`src/hdl/assert_macros.svh`:
```
// Assertion helpers used by the record queue
`ifndef ASSERT_MACROS_SVH
`define ASSERT_MACROS_SVH

// Check a property on every rising clock edge outside reset
`define BTLV_ASSERT(lbl, prop, msg) \
  lbl: assert property (@(posedge clk_i) disable iff (!rst_ni) (prop)) else $error(msg);

// Check that a condition implies another one in the next cycle
`define BTLV_ASSERT_NEXT(lbl, ante, cons, msg) \
  lbl: assert property (@(posedge clk_i) disable iff (!rst_ni) (ante) |=> (cons)) \
    else $error(msg);

`endif

```
`src/hdl/btlv_pkg.sv`:
```
// ----------------------------------------------------------------------------
// BER-TLV parser package
// Shared constants, codes and record types of the stream parser.
// ----------------------------------------------------------------------------
package btlv_pkg;

  localparam int NestDepth = 8;
  localparam int DepthW    = 4;
  localparam int FifoDepth = 4;
  localparam int FifoAw    = $clog2(FifoDepth);

  typedef enum logic [2:0] {
    PH_START = 3'd0,
    PH_TAG2  = 3'd1,
    PH_LEN1  = 3'd2,
    PH_LENX  = 3'd3,
    PH_VALUE = 3'd4
  } phase_e;

  typedef enum logic [1:0] {
    KIND_HDR = 2'd0,
    KIND_VAL = 2'd1,
    KIND_OK  = 2'd2,
    KIND_ERR = 2'd3
  } kind_e;

  typedef enum logic [2:0] {
    ERR_NONE    = 3'd0,
    ERR_BAD_TAG = 3'd1,
    ERR_TRUNC   = 3'd2,
    ERR_LEN     = 3'd3,
    ERR_OVERRUN = 3'd4,
    ERR_DEEP    = 3'd5
  } err_e;

  typedef struct packed {
    kind_e              kind;
    logic [15:0]        tag;
    logic [15:0]        vlen;
    logic               cons;
    logic [DepthW-1:0]  depth;
    logic [7:0]         vbyte;
    logic [15:0]        voff;
    err_e               err;
  } res_t;

  // At most one record per byte: an optional primary result and an optional end mark
  typedef struct packed {
    logic prim_v;
    logic ok_v;
    res_t res;
  } rec_t;

endpackage

```
`src/hdl/ber_tlv_stream_parser_unit.sv`:
```
// A byte's results are registered in the record queue and offered from it.
// Throughput: one byte per cycle while the queue is not full; a byte with
// two results needs two output transfers; a four-record queue absorbs this.
// Reset: asynchronous, active low; parse state, queue and register clear,
// the template end stack is written before it is read.
// ----------------------------------------------------------------------------
// BER-TLV stream parser top level
// Parser front end, record queue and output back end.
// ----------------------------------------------------------------------------
module ber_tlv_stream_parser_unit (
  input  logic        clk_i,
  input  logic        rst_ni,
  input  logic        cfg_we_i,
  input  logic        cfg_wdata_i,
  input  logic        s_axis_tvalid_i,
  output logic        s_axis_tready_o,
  input  logic [7:0]  s_axis_tdata_i,   // data_byte
  input  logic        s_axis_tlast_i,
  output logic        m_axis_tvalid_o,
  input  logic        m_axis_tready_i,
  // tag[15:0], value_length[31:16], constructed[32], depth[36:33],
  // value_byte[44:37], value_offset[60:45], error_code[63:61]
  output logic [63:0] m_axis_tdata_o,
  output logic [1:0]  m_axis_tuser_o,   // kind
  output logic        m_axis_tlast_o
);

  logic           cfg_hdr_q;
  logic           full;
  logic           fire;
  logic           push;
  logic           pop;
  logic           q_valid;
  btlv_pkg::rec_t push_rec;
  btlv_pkg::rec_t head;
  btlv_pkg::res_t res;

  // Hold the header mode register
  always_ff @(posedge clk_i or negedge rst_ni) begin
    if (!rst_ni) begin
      cfg_hdr_q <= 1'b0;
    end else if (cfg_we_i) begin
      cfg_hdr_q <= cfg_wdata_i;
    end
  end

  assign s_axis_tready_o = !full;
  assign fire            = s_axis_tvalid_i && !full;

  btlv_front u_front (
    .clk_i     (clk_i),
    .rst_ni    (rst_ni),
    .cfg_hdr_i (cfg_hdr_q),
    .fire_i    (fire),
    .data_i    (s_axis_tdata_i),
    .last_i    (s_axis_tlast_i),
    .push_o    (push),
    .rec_o     (push_rec)
  );

  btlv_fifo u_fifo (
    .clk_i      (clk_i),
    .rst_ni     (rst_ni),
    .push_i     (push),
    .push_rec_i (push_rec),
    .pop_i      (pop),
    .full_o     (full),
    .valid_o    (q_valid),
    .head_o     (head)
  );

  btlv_back u_back (
    .clk_i     (clk_i),
    .rst_ni    (rst_ni),
    .valid_i   (q_valid),
    .rec_i     (head),
    .pop_o     (pop),
    .m_valid_o (m_axis_tvalid_o),
    .m_ready_i (m_axis_tready_i),
    .m_res_o   (res),
    .m_last_o  (m_axis_tlast_o)
  );

  // Pack the result fields
  assign m_axis_tuser_o = res.kind;
  assign m_axis_tdata_o = {res.err, res.voff, res.vbyte, res.depth, res.cons,
                           res.vlen, res.tag};

endmodule

```
`src/hdl/btlv_front.sv`:
```
// ----------------------------------------------------------------------------
// BER-TLV parser front end
// Parses one byte per cycle while fire_i accepts it, and builds the result record for that byte.
// ----------------------------------------------------------------------------
module btlv_front (
  input  logic             clk_i,
  input  logic             rst_ni,
  input  logic             cfg_hdr_i,
  input  logic             fire_i,
  input  logic [7:0]       data_i,
  input  logic             last_i,
  output logic             push_o,
  output btlv_pkg::rec_t   rec_o
);

  btlv_pkg::phase_e           phase_q, phase_d;
  logic [15:0]                pos_q, pos_d;
  logic [15:0]                tag_q, tag_d;
  logic [15:0]                len_q, len_d;
  logic [1:0]                 lleft_q, lleft_d;
  logic [15:0]                vleft_q, vleft_d;
  logic [btlv_pkg::DepthW-1:0] depth_q, depth_d;
  logic                       err_q, err_d;
  logic [15:0]                stack_q [btlv_pkg::NestDepth];

  logic                       push_stk;
  logic [15:0]                end_pos;

  // Parse the byte and derive next state and the record
  always_comb begin
    logic [15:0]                 pos;
    logic [btlv_pkg::DepthW-2:0] tidx;
    logic [15:0]                 top;
    logic                        ends;
    logic                        fail;
    btlv_pkg::err_e              code;
    logic                        hdr_done;
    logic [16:0]                 end17;
    logic [16:0]                 limit;
    logic                        cons;
    logic [btlv_pkg::DepthW-1:0] dn;
    logic [btlv_pkg::DepthW-1:0] newd;
    logic                        stop;
    logic [15:0]                 ent;
    logic                        clr;
    btlv_pkg::res_t              prim;
    logic                        prim_v;
    logic                        ok_v;

    phase_d  = phase_q;
    pos_d    = pos_q;
    tag_d    = tag_q;
    len_d    = len_q;
    lleft_d  = lleft_q;
    vleft_d  = vleft_q;
    depth_d  = depth_q;
    err_d    = err_q;
    push_stk = 1'b0;
    fail     = 1'b0;
    code     = btlv_pkg::ERR_NONE;
    hdr_done = 1'b0;
    clr      = 1'b0;
    prim     = '0;
    prim_v   = 1'b0;
    ok_v     = 1'b0;
    pos      = pos_q + 16'd1;
    tidx     = depth_q[btlv_pkg::DepthW-2:0] - 1'b1;
    top      = (depth_q != '0) ? stack_q[tidx] : 16'd0;
    ends     = last_i || ((depth_q != '0) && (top == pos));
    cons     = 1'b0;
    end17    = '0;
    limit    = '0;
    dn       = depth_q;
    newd     = depth_q;
    stop     = 1'b0;
    ent      = '0;
    end_pos  = '0;

    if (err_q) begin
      clr = last_i;
    end else if (pos_q == 16'hFFFF) begin
      fail = 1'b1;
      code = btlv_pkg::ERR_OVERRUN;
    end else begin
      pos_d = pos;
      case (phase_q)
        btlv_pkg::PH_START: begin
          if (data_i != 8'h00 && data_i != 8'hFF) begin
            tag_d   = {8'h00, data_i};
            phase_d = (data_i[4:0] == 5'h1F) ? btlv_pkg::PH_TAG2 : btlv_pkg::PH_LEN1;
            if (ends) begin
              fail = 1'b1;
              code = btlv_pkg::ERR_TRUNC;
            end
          end
        end
        btlv_pkg::PH_TAG2: begin
          if (data_i[7]) begin
            fail = 1'b1;
            code = btlv_pkg::ERR_BAD_TAG;
          end else begin
            tag_d   = {tag_q[7:0], data_i};
            phase_d = btlv_pkg::PH_LEN1;
            if (ends) begin
              fail = 1'b1;
              code = btlv_pkg::ERR_TRUNC;
            end
          end
        end
        btlv_pkg::PH_LEN1: begin
          if (data_i[7]) begin
            if (data_i[6:0] > 7'd2) begin
              fail = 1'b1;
              code = btlv_pkg::ERR_LEN;
            end else begin
              len_d   = 16'd0;
              lleft_d = data_i[1:0];
              if (data_i[1:0] == 2'd0) begin
                hdr_done = 1'b1;
              end else begin
                phase_d = btlv_pkg::PH_LENX;
                if (ends) begin
                  fail = 1'b1;
                  code = btlv_pkg::ERR_TRUNC;
                end
              end
            end
          end else begin
            len_d    = {8'h00, data_i};
            hdr_done = 1'b1;
          end
        end
        btlv_pkg::PH_LENX: begin
          len_d   = {len_q[7:0], data_i};
          lleft_d = lleft_q - 2'd1;
          if (lleft_d == 2'd0) begin
            hdr_done = 1'b1;
          end else if (ends) begin
            fail = 1'b1;
            code = btlv_pkg::ERR_TRUNC;
          end
        end
        default: begin
          prim_v      = 1'b1;
          prim.kind   = btlv_pkg::KIND_VAL;
          prim.tag    = tag_q;
          prim.vlen   = len_q;
          prim.depth  = depth_q;
          prim.vbyte  = data_i;
          prim.voff   = len_q - vleft_q;
          vleft_d     = vleft_q - 16'd1;
          if (vleft_d == 16'd0) begin
            phase_d = btlv_pkg::PH_START;
          end
        end
      endcase

      // Check the object end and open a template or a value
      if (hdr_done && !fail) begin
        end17   = {1'b0, pos} + {1'b0, len_d};
        end_pos = end17[15:0];
        limit   = (depth_q != '0) ? {1'b0, top} : 17'h0FFFF;
        cons    = (tag_d[15:8] != 8'h00) ? tag_d[13] : tag_d[5];
        if (end17 > limit) begin
          fail = 1'b1;
          code = btlv_pkg::ERR_OVERRUN;
        end else if (cons) begin
          if (depth_q >= btlv_pkg::DepthW'(btlv_pkg::NestDepth)) begin
            fail = 1'b1;
            code = btlv_pkg::ERR_DEEP;
          end else begin
            if (cfg_hdr_i) begin
              prim_v     = 1'b1;
              prim.kind  = btlv_pkg::KIND_HDR;
              prim.tag   = tag_d;
              prim.vlen  = len_d;
              prim.cons  = 1'b1;
              prim.depth = depth_q;
            end
            push_stk = 1'b1;
            phase_d  = btlv_pkg::PH_START;
          end
        end else begin
          prim_v     = 1'b1;
          prim.kind  = btlv_pkg::KIND_HDR;
          prim.tag   = tag_d;
          prim.vlen  = len_d;
          prim.depth = depth_q;
          vleft_d    = len_d;
          phase_d    = (len_d != 16'd0) ? btlv_pkg::PH_VALUE : btlv_pkg::PH_START;
        end
      end

      // Close every template that ends at this byte
      if (!fail) begin
        dn   = depth_q + btlv_pkg::DepthW'(push_stk);
        newd = dn;
        if (phase_d == btlv_pkg::PH_START) begin
          for (int i = btlv_pkg::NestDepth - 1; i >= 0; i--) begin
            ent = (push_stk && depth_q == btlv_pkg::DepthW'(i)) ? end_pos : stack_q[i];
            if ((btlv_pkg::DepthW'(i) < dn) && !stop) begin
              if (ent == pos) begin
                newd = btlv_pkg::DepthW'(i);
              end else begin
                stop = 1'b1;
              end
            end
          end
        end
        depth_d = newd;
        if (last_i) begin
          if (phase_d != btlv_pkg::PH_START || newd != '0) begin
            fail = 1'b1;
            code = btlv_pkg::ERR_OVERRUN;
          end else begin
            ok_v = 1'b1;
            clr  = 1'b1;
          end
        end
      end
    end

    // Replace everything by the error result on a failure
    if (fail) begin
      prim_v    = 1'b1;
      ok_v      = 1'b0;
      prim      = '0;
      prim.kind = btlv_pkg::KIND_ERR;
      prim.err  = code;
      push_stk  = 1'b0;
      if (last_i) begin
        clr = 1'b1;
      end else begin
        err_d = 1'b1;
      end
    end

    if (clr) begin
      phase_d = btlv_pkg::PH_START;
      pos_d   = '0;
      tag_d   = '0;
      len_d   = '0;
      lleft_d = '0;
      vleft_d = '0;
      depth_d = '0;
      err_d   = 1'b0;
    end

    rec_o.prim_v = prim_v;
    rec_o.ok_v   = ok_v;
    rec_o.res    = prim;
    push_o       = fire_i && (prim_v || ok_v);
  end

  // Advance parse state on each accepted byte
  always_ff @(posedge clk_i or negedge rst_ni) begin
    if (!rst_ni) begin
      phase_q <= btlv_pkg::PH_START;
      pos_q   <= '0;
      tag_q   <= '0;
      len_q   <= '0;
      lleft_q <= '0;
      vleft_q <= '0;
      depth_q <= '0;
      err_q   <= 1'b0;
    end else if (fire_i) begin
      phase_q <= phase_d;
      pos_q   <= pos_d;
      tag_q   <= tag_d;
      len_q   <= len_d;
      lleft_q <= lleft_d;
      vleft_q <= vleft_d;
      depth_q <= depth_d;
      err_q   <= err_d;
    end
  end

  // Push template end positions
  always_ff @(posedge clk_i) begin
    if (fire_i && push_stk) begin
      stack_q[depth_q[btlv_pkg::DepthW-2:0]] <= end_pos;
    end
  end

endmodule

```
`src/hdl/btlv_fifo.sv`:
```
// ----------------------------------------------------------------------------
// BER-TLV record queue
// Short queue of result records between the parser and the output side.
// ----------------------------------------------------------------------------
`include "assert_macros.svh"

module btlv_fifo (
  input  logic           clk_i,
  input  logic           rst_ni,
  input  logic           push_i,
  input  btlv_pkg::rec_t push_rec_i,
  input  logic           pop_i,
  output logic           full_o,
  output logic           valid_o,
  output btlv_pkg::rec_t head_o
);

  btlv_pkg::rec_t                mem_q [btlv_pkg::FifoDepth];
  logic [btlv_pkg::FifoAw-1:0]   wptr_q, rptr_q;
  logic [btlv_pkg::FifoAw:0]     cnt_q;

  assign full_o  = (cnt_q == (btlv_pkg::FifoAw+1)'(btlv_pkg::FifoDepth));
  assign valid_o = (cnt_q != '0);
  assign head_o  = mem_q[rptr_q];

  // Store records
  always_ff @(posedge clk_i) begin
    if (push_i) begin
      mem_q[wptr_q] <= push_rec_i;
    end
  end

  // Move pointers and the fill count
  always_ff @(posedge clk_i or negedge rst_ni) begin
    if (!rst_ni) begin
      wptr_q <= '0;
      rptr_q <= '0;
      cnt_q  <= '0;
    end else begin
      if (push_i) begin
        wptr_q <= wptr_q + 1'b1;
      end
      if (pop_i) begin
        rptr_q <= rptr_q + 1'b1;
      end
      cnt_q <= cnt_q + (btlv_pkg::FifoAw+1)'(push_i) - (btlv_pkg::FifoAw+1)'(pop_i);
    end
  end

  `BTLV_ASSERT(a_no_push_full, !(push_i && full_o), "push into full queue")
  `BTLV_ASSERT(a_no_pop_empty, !(pop_i && !valid_o), "pop from empty queue")
  `BTLV_ASSERT_NEXT(a_cnt_hold, (push_i == pop_i), $stable(cnt_q), "count moved without net change")

endmodule

```
`src/hdl/btlv_back.sv`:
```
// ----------------------------------------------------------------------------
// BER-TLV parser back end
// Splits each record into one or two result transfers on the output stream.
// ----------------------------------------------------------------------------
module btlv_back (
  input  logic           clk_i,
  input  logic           rst_ni,
  input  logic           valid_i,
  input  btlv_pkg::rec_t rec_i,
  output logic           pop_o,
  output logic           m_valid_o,
  input  logic           m_ready_i,
  output btlv_pkg::res_t m_res_o,
  output logic           m_last_o
);

  logic sub_q, sub_d;
  logic two;
  logic emit_ok;
  logic fire;

  assign two     = rec_i.prim_v && rec_i.ok_v;
  assign emit_ok = rec_i.ok_v && (!rec_i.prim_v || sub_q);
  assign fire    = valid_i && m_ready_i;

  // Select the result for this transfer
  always_comb begin
    m_res_o = rec_i.res;
    if (emit_ok) begin
      m_res_o      = '0;
      m_res_o.kind = btlv_pkg::KIND_OK;
    end
  end

  assign m_valid_o = valid_i;
  assign m_last_o  = !(two && !sub_q);
  assign pop_o     = fire && m_last_o;
  assign sub_d     = fire ? (two && !sub_q) : sub_q;

  // Track the second half of a two-result record
  always_ff @(posedge clk_i or negedge rst_ni) begin
    if (!rst_ni) begin
      sub_q <= 1'b0;
    end else begin
      sub_q <= sub_d;
    end
  end

endmodule
```
`config.mk`:
```
export PLATFORM = sky130hd
export DESIGN_NAME = ber_tlv_stream_parser_unit
export DESIGN_NICKNAME = d
export VERILOG_FILES = /design/src/hdl/btlv_pkg.sv /design/src/hdl/ber_tlv_stream_parser_unit.sv /design/src/hdl/btlv_front.sv /design/src/hdl/btlv_fifo.sv /design/src/hdl/btlv_back.sv
export VERILOG_INCLUDE_DIRS = /design/src /design/src/hdl
export SDC_FILE = /design/constraint.sdc
export NUM_CORES = 1
export LEC_CHECK = 0
export ABC_CLOCK_PERIOD_IN_PS = 16900
export BUFFER_PORTS_ARGS = -buffer_cell sky130_fd_sc_hd__buf_2
export CAP_MARGIN = 20
export CORE_ASPECT_RATIO = 0.6
export CORE_MARGIN = 3
export CORE_UTILIZATION = 25
export DETAILED_ROUTE_END_ITERATION = 10
export SYNTH_ARGS = -nofsm -noshare
export SYNTH_HDL_FRONTEND = slang
export SYNTH_SLANG_ARGS = --single-unit
```
`constraint.sdc`:
```
create_clock -name clk_i -period 16.9 [get_ports clk_i]
set_clock_uncertainty 0.15 [all_clocks]
set_input_delay 1.69 -clock clk_i [delete_from_list [all_inputs] [get_ports clk_i]]
set_output_delay 1.69 -clock clk_i [all_outputs]
set_load 0.02 [all_outputs]
```
==> out/results.tsv <==
metric	value	unit
gr-usage-all-layers	17.10	%
required	16.93	ns
die_h	262.3	microns
whs	0.3640	ns
crit_path_end_kind	register	
drt_first_pass_iters	6	
cts_root_buffer	clkbuf_16	
power.leakage	10.57	nW
synth_edf_count	400	
crit_buf_inv	2	
vdd_ir_drop_max	0.0001043	V
cp_common_cell	nand2_1	
ant_nets	0	
syn_inst	2356	
ctsResizeCount	0	
dp_hpwl	75.10	mm
status	completed	
synth_nets	2437	
core_area	108000	sq um
hold_class	register to register	
ctsLongestPathBuffers	3	
worstPathMaxFanout	16	
port_buffers	83	
finalMaxSlewViolations	0	
synth_ff_type	edfxtp_1	
critical_path_class	input port to register	
final_cell_mix	400 x edfxtp_1, 177 x nor2_1, 146 x o21ai_0, 142 x nand2_1, 100 x mux4_2	
fin_crit_sh	74.74	%
postCtsSetupBuffers	0	
arrival	12.66	ns
pin_count	84	
drive_gt1_share	15.89	%
vias	21070	
start_kind	input port	
grt_overflow	0	
synth-adder-area-share	3.099	%
antenna_found_initial	3	
yosys.area_share.xor_xnor	3.776	%
route.detailed.wl_per_inst	26.02	microns
drv_cap	0	
grt_max_degree	66	
cts_tree	built	
slew_headroom	10.69	%
hold_buffers	0	
fmax	0.07917	GHz
drt_iter0_drc	3212	
rsz0062_at_grt	false	
worst_pin_slew	1.322	ns
cts_max_level	2	
finalHoldViolCount	0	
min_period	12.63	ns
syn_avg_cell_area	11.62	sq um
timing.setup.tns	0	ns
gp_congestion	1.037	
yosysWarnings	0	
grt_pass1_wl	142.9	mm
clkTransAtPathRegs	0.07	ns
cpPeakStageDelay	1.09	ns
clk_latency	0.59	ns
synth_compound_area_share	12.82	%
grt_pass1_vias	19120	
p_per_area	137.9	nW/um^2
ys_seq_area_share	51.47	%
slowest_stage	and4_1	
mostFrequentLayoutCell	edfxtp_1	
synth_top_family_by_area	simple AND/OR/NAND/NOR gates	
synthSimpleGateAreaFrac	15.33	%
drc	0	
die_x	433.2	microns
wl	100.5	mm
finalSetupViolations	0	
area_delta_synth_final	13.10	%
die_area	113600	sq um
start_util	25.35	%
async_flop_share	17.18	%
ys_seq_elements	483	
cts_made_buffers	44	
final_area	30960	sq um
crit_family	simple AND/OR/NAND/NOR gates	
vias_per_cell	5.457	
utilization	28.67	%
syn_area	27370	sq um
ys_types	89	
placed_area	29570	sq um
synth.area.mux_share	10.22	%
rows	93	
layout.nets	2482	
clock_sinks	483	
-- registers in the layout, summed over array words and instances (netlist names), 3 cells and up --
name,cells
u_fifo.cnt_q,3
u_fifo.mem_q,272
u_front.depth_q,4
u_front.len_q,16
u_front.phase_q,3
u_front.pos_q,16
u_front.stack_q,128
u_front.tag_q,16
u_front.vleft_q,16
-- path summary, 6_finish.rpt --
kind / startpoint / endpoint / slack, ns / depth (start not counted)
max in group asynchronous: rst_ni / u_fifo.rptr_q[1] / 14.47 / 2
worst max register to register: u_front.phase_q[2] / u_front.stack_q[3][0] / 5.30 / 30
worst min register to register: u_fifo.cnt_q[2] / u_fifo.cnt_q[2] / 0.36 / 1
min in group asynchronous: rst_ni / u_front.len_q[7] / 0.87 / 1
worst min-delay path: u_fifo.cnt_q[2] / u_fifo.cnt_q[2] / 0.36 / 1
worst max-delay path: s_axis_tdata_i[6] / u_front.stack_q[3][0] / 4.27 / 33
-- worst reg2reg max path, delay by kind of cell, from the launching register on --
family / cells / cell delay, ns
adder cells (fa/ha/maj): 4 / 1.28
AO/OA/AOI/OAI: 10 / 3.13
flip-flops: 1 / 0.45
buffers and inverters: 2 / 0.53
XOR/XNOR: 1 / 0.78
AND/OR/NAND/NOR: 13 / 4.85
-- per-stage QoR --
stage	setup slack, ns	cells	total power, W
floorplan	5.264	2356	0.002700
global placement	4.235	3777	0.003286
detailed placement	4.040	3778	0.003289
CTS	4.627	3859	0.004275
global route	3.378	3862	0.004487
finish	4.268	3862	0.004269
-- kinds of logic after synthesis --
kind of cell / count (synthesis)
and+or+nand+nor: 786
DFF: 483
muxes: 153
adders and majority gates: 66
AOI/OAI and AO/OA: 527
xor gates and xnor gates: 118
buffers and inverters: 223
-- metal layers --
layer / wire [microns] / track usage, %
met1: 47850 / 27.80
met3: 16400 / 8.569
met4: 1454 / 2.409
met2: 34770 / 19.45
met5: 0 / 0
-- where the power goes --
group | internal [W] | switching, W
registers | 0.00143 | 0.000110
clock network | 0.000524 | 0.000461
logic | 0.000619 | 0.00113
total | 0.00257 | 0.00170
-- Yosys cell counts, types with 9 or more instances --
master,n,area share (%)
nor4_1,58,1.3
clkbuf_1,106,1.5
o22ai_1,31,0.71
inv_1,66,0.91
edfxtp_1,400,44
mux2i_1,42,1.5
a211oi_1,13,0.36
a22oi_1,37,1.0
a31oi_1,11,0.25
nand2b_1,22,0.50
xor2_1,22,0.70
a22o_1,47,1.5
ha_1,63,2.9
and3_1,22,0.50
nor2_1,178,2.4
nand4_1,37,0.85
and2_1,65,1.5
nor2b_1,79,1.8
xnor2_1,96,3.1
nor3b_1,9,0.25
or3_1,14,0.32
a21boi_0,9,0.25
nand3_1,56,1.0
a21o_1,16,0.44
nor3_1,47,0.86
buf_1,18,0.25
dfrtp_1,83,7.6
mux2_2,11,0.45
o21a_1,14,0.38
mux4_2,100,8.2
o211ai_1,64,1.8
o21ai_0,147,2.7
nand2_1,142,1.9
buf_2,24,0.44
a21oi_1,69,1.3
-- area by class of cell --
cell class | instances | area (sq um)
diodes | 1 | 2.502
clock buffers | 55 | 1162
clock inverters | 26 | 212.7
fillers | 11020 | 77030
inverters | 71 | 266.5
multi-input cells | 1650 | 12510
flip-flops and latches | 483 | 14100
well taps | 1425 | 1783
repair buffers | 151 | 925.9
Note: power is estimated with default switching activity, not from simulation.
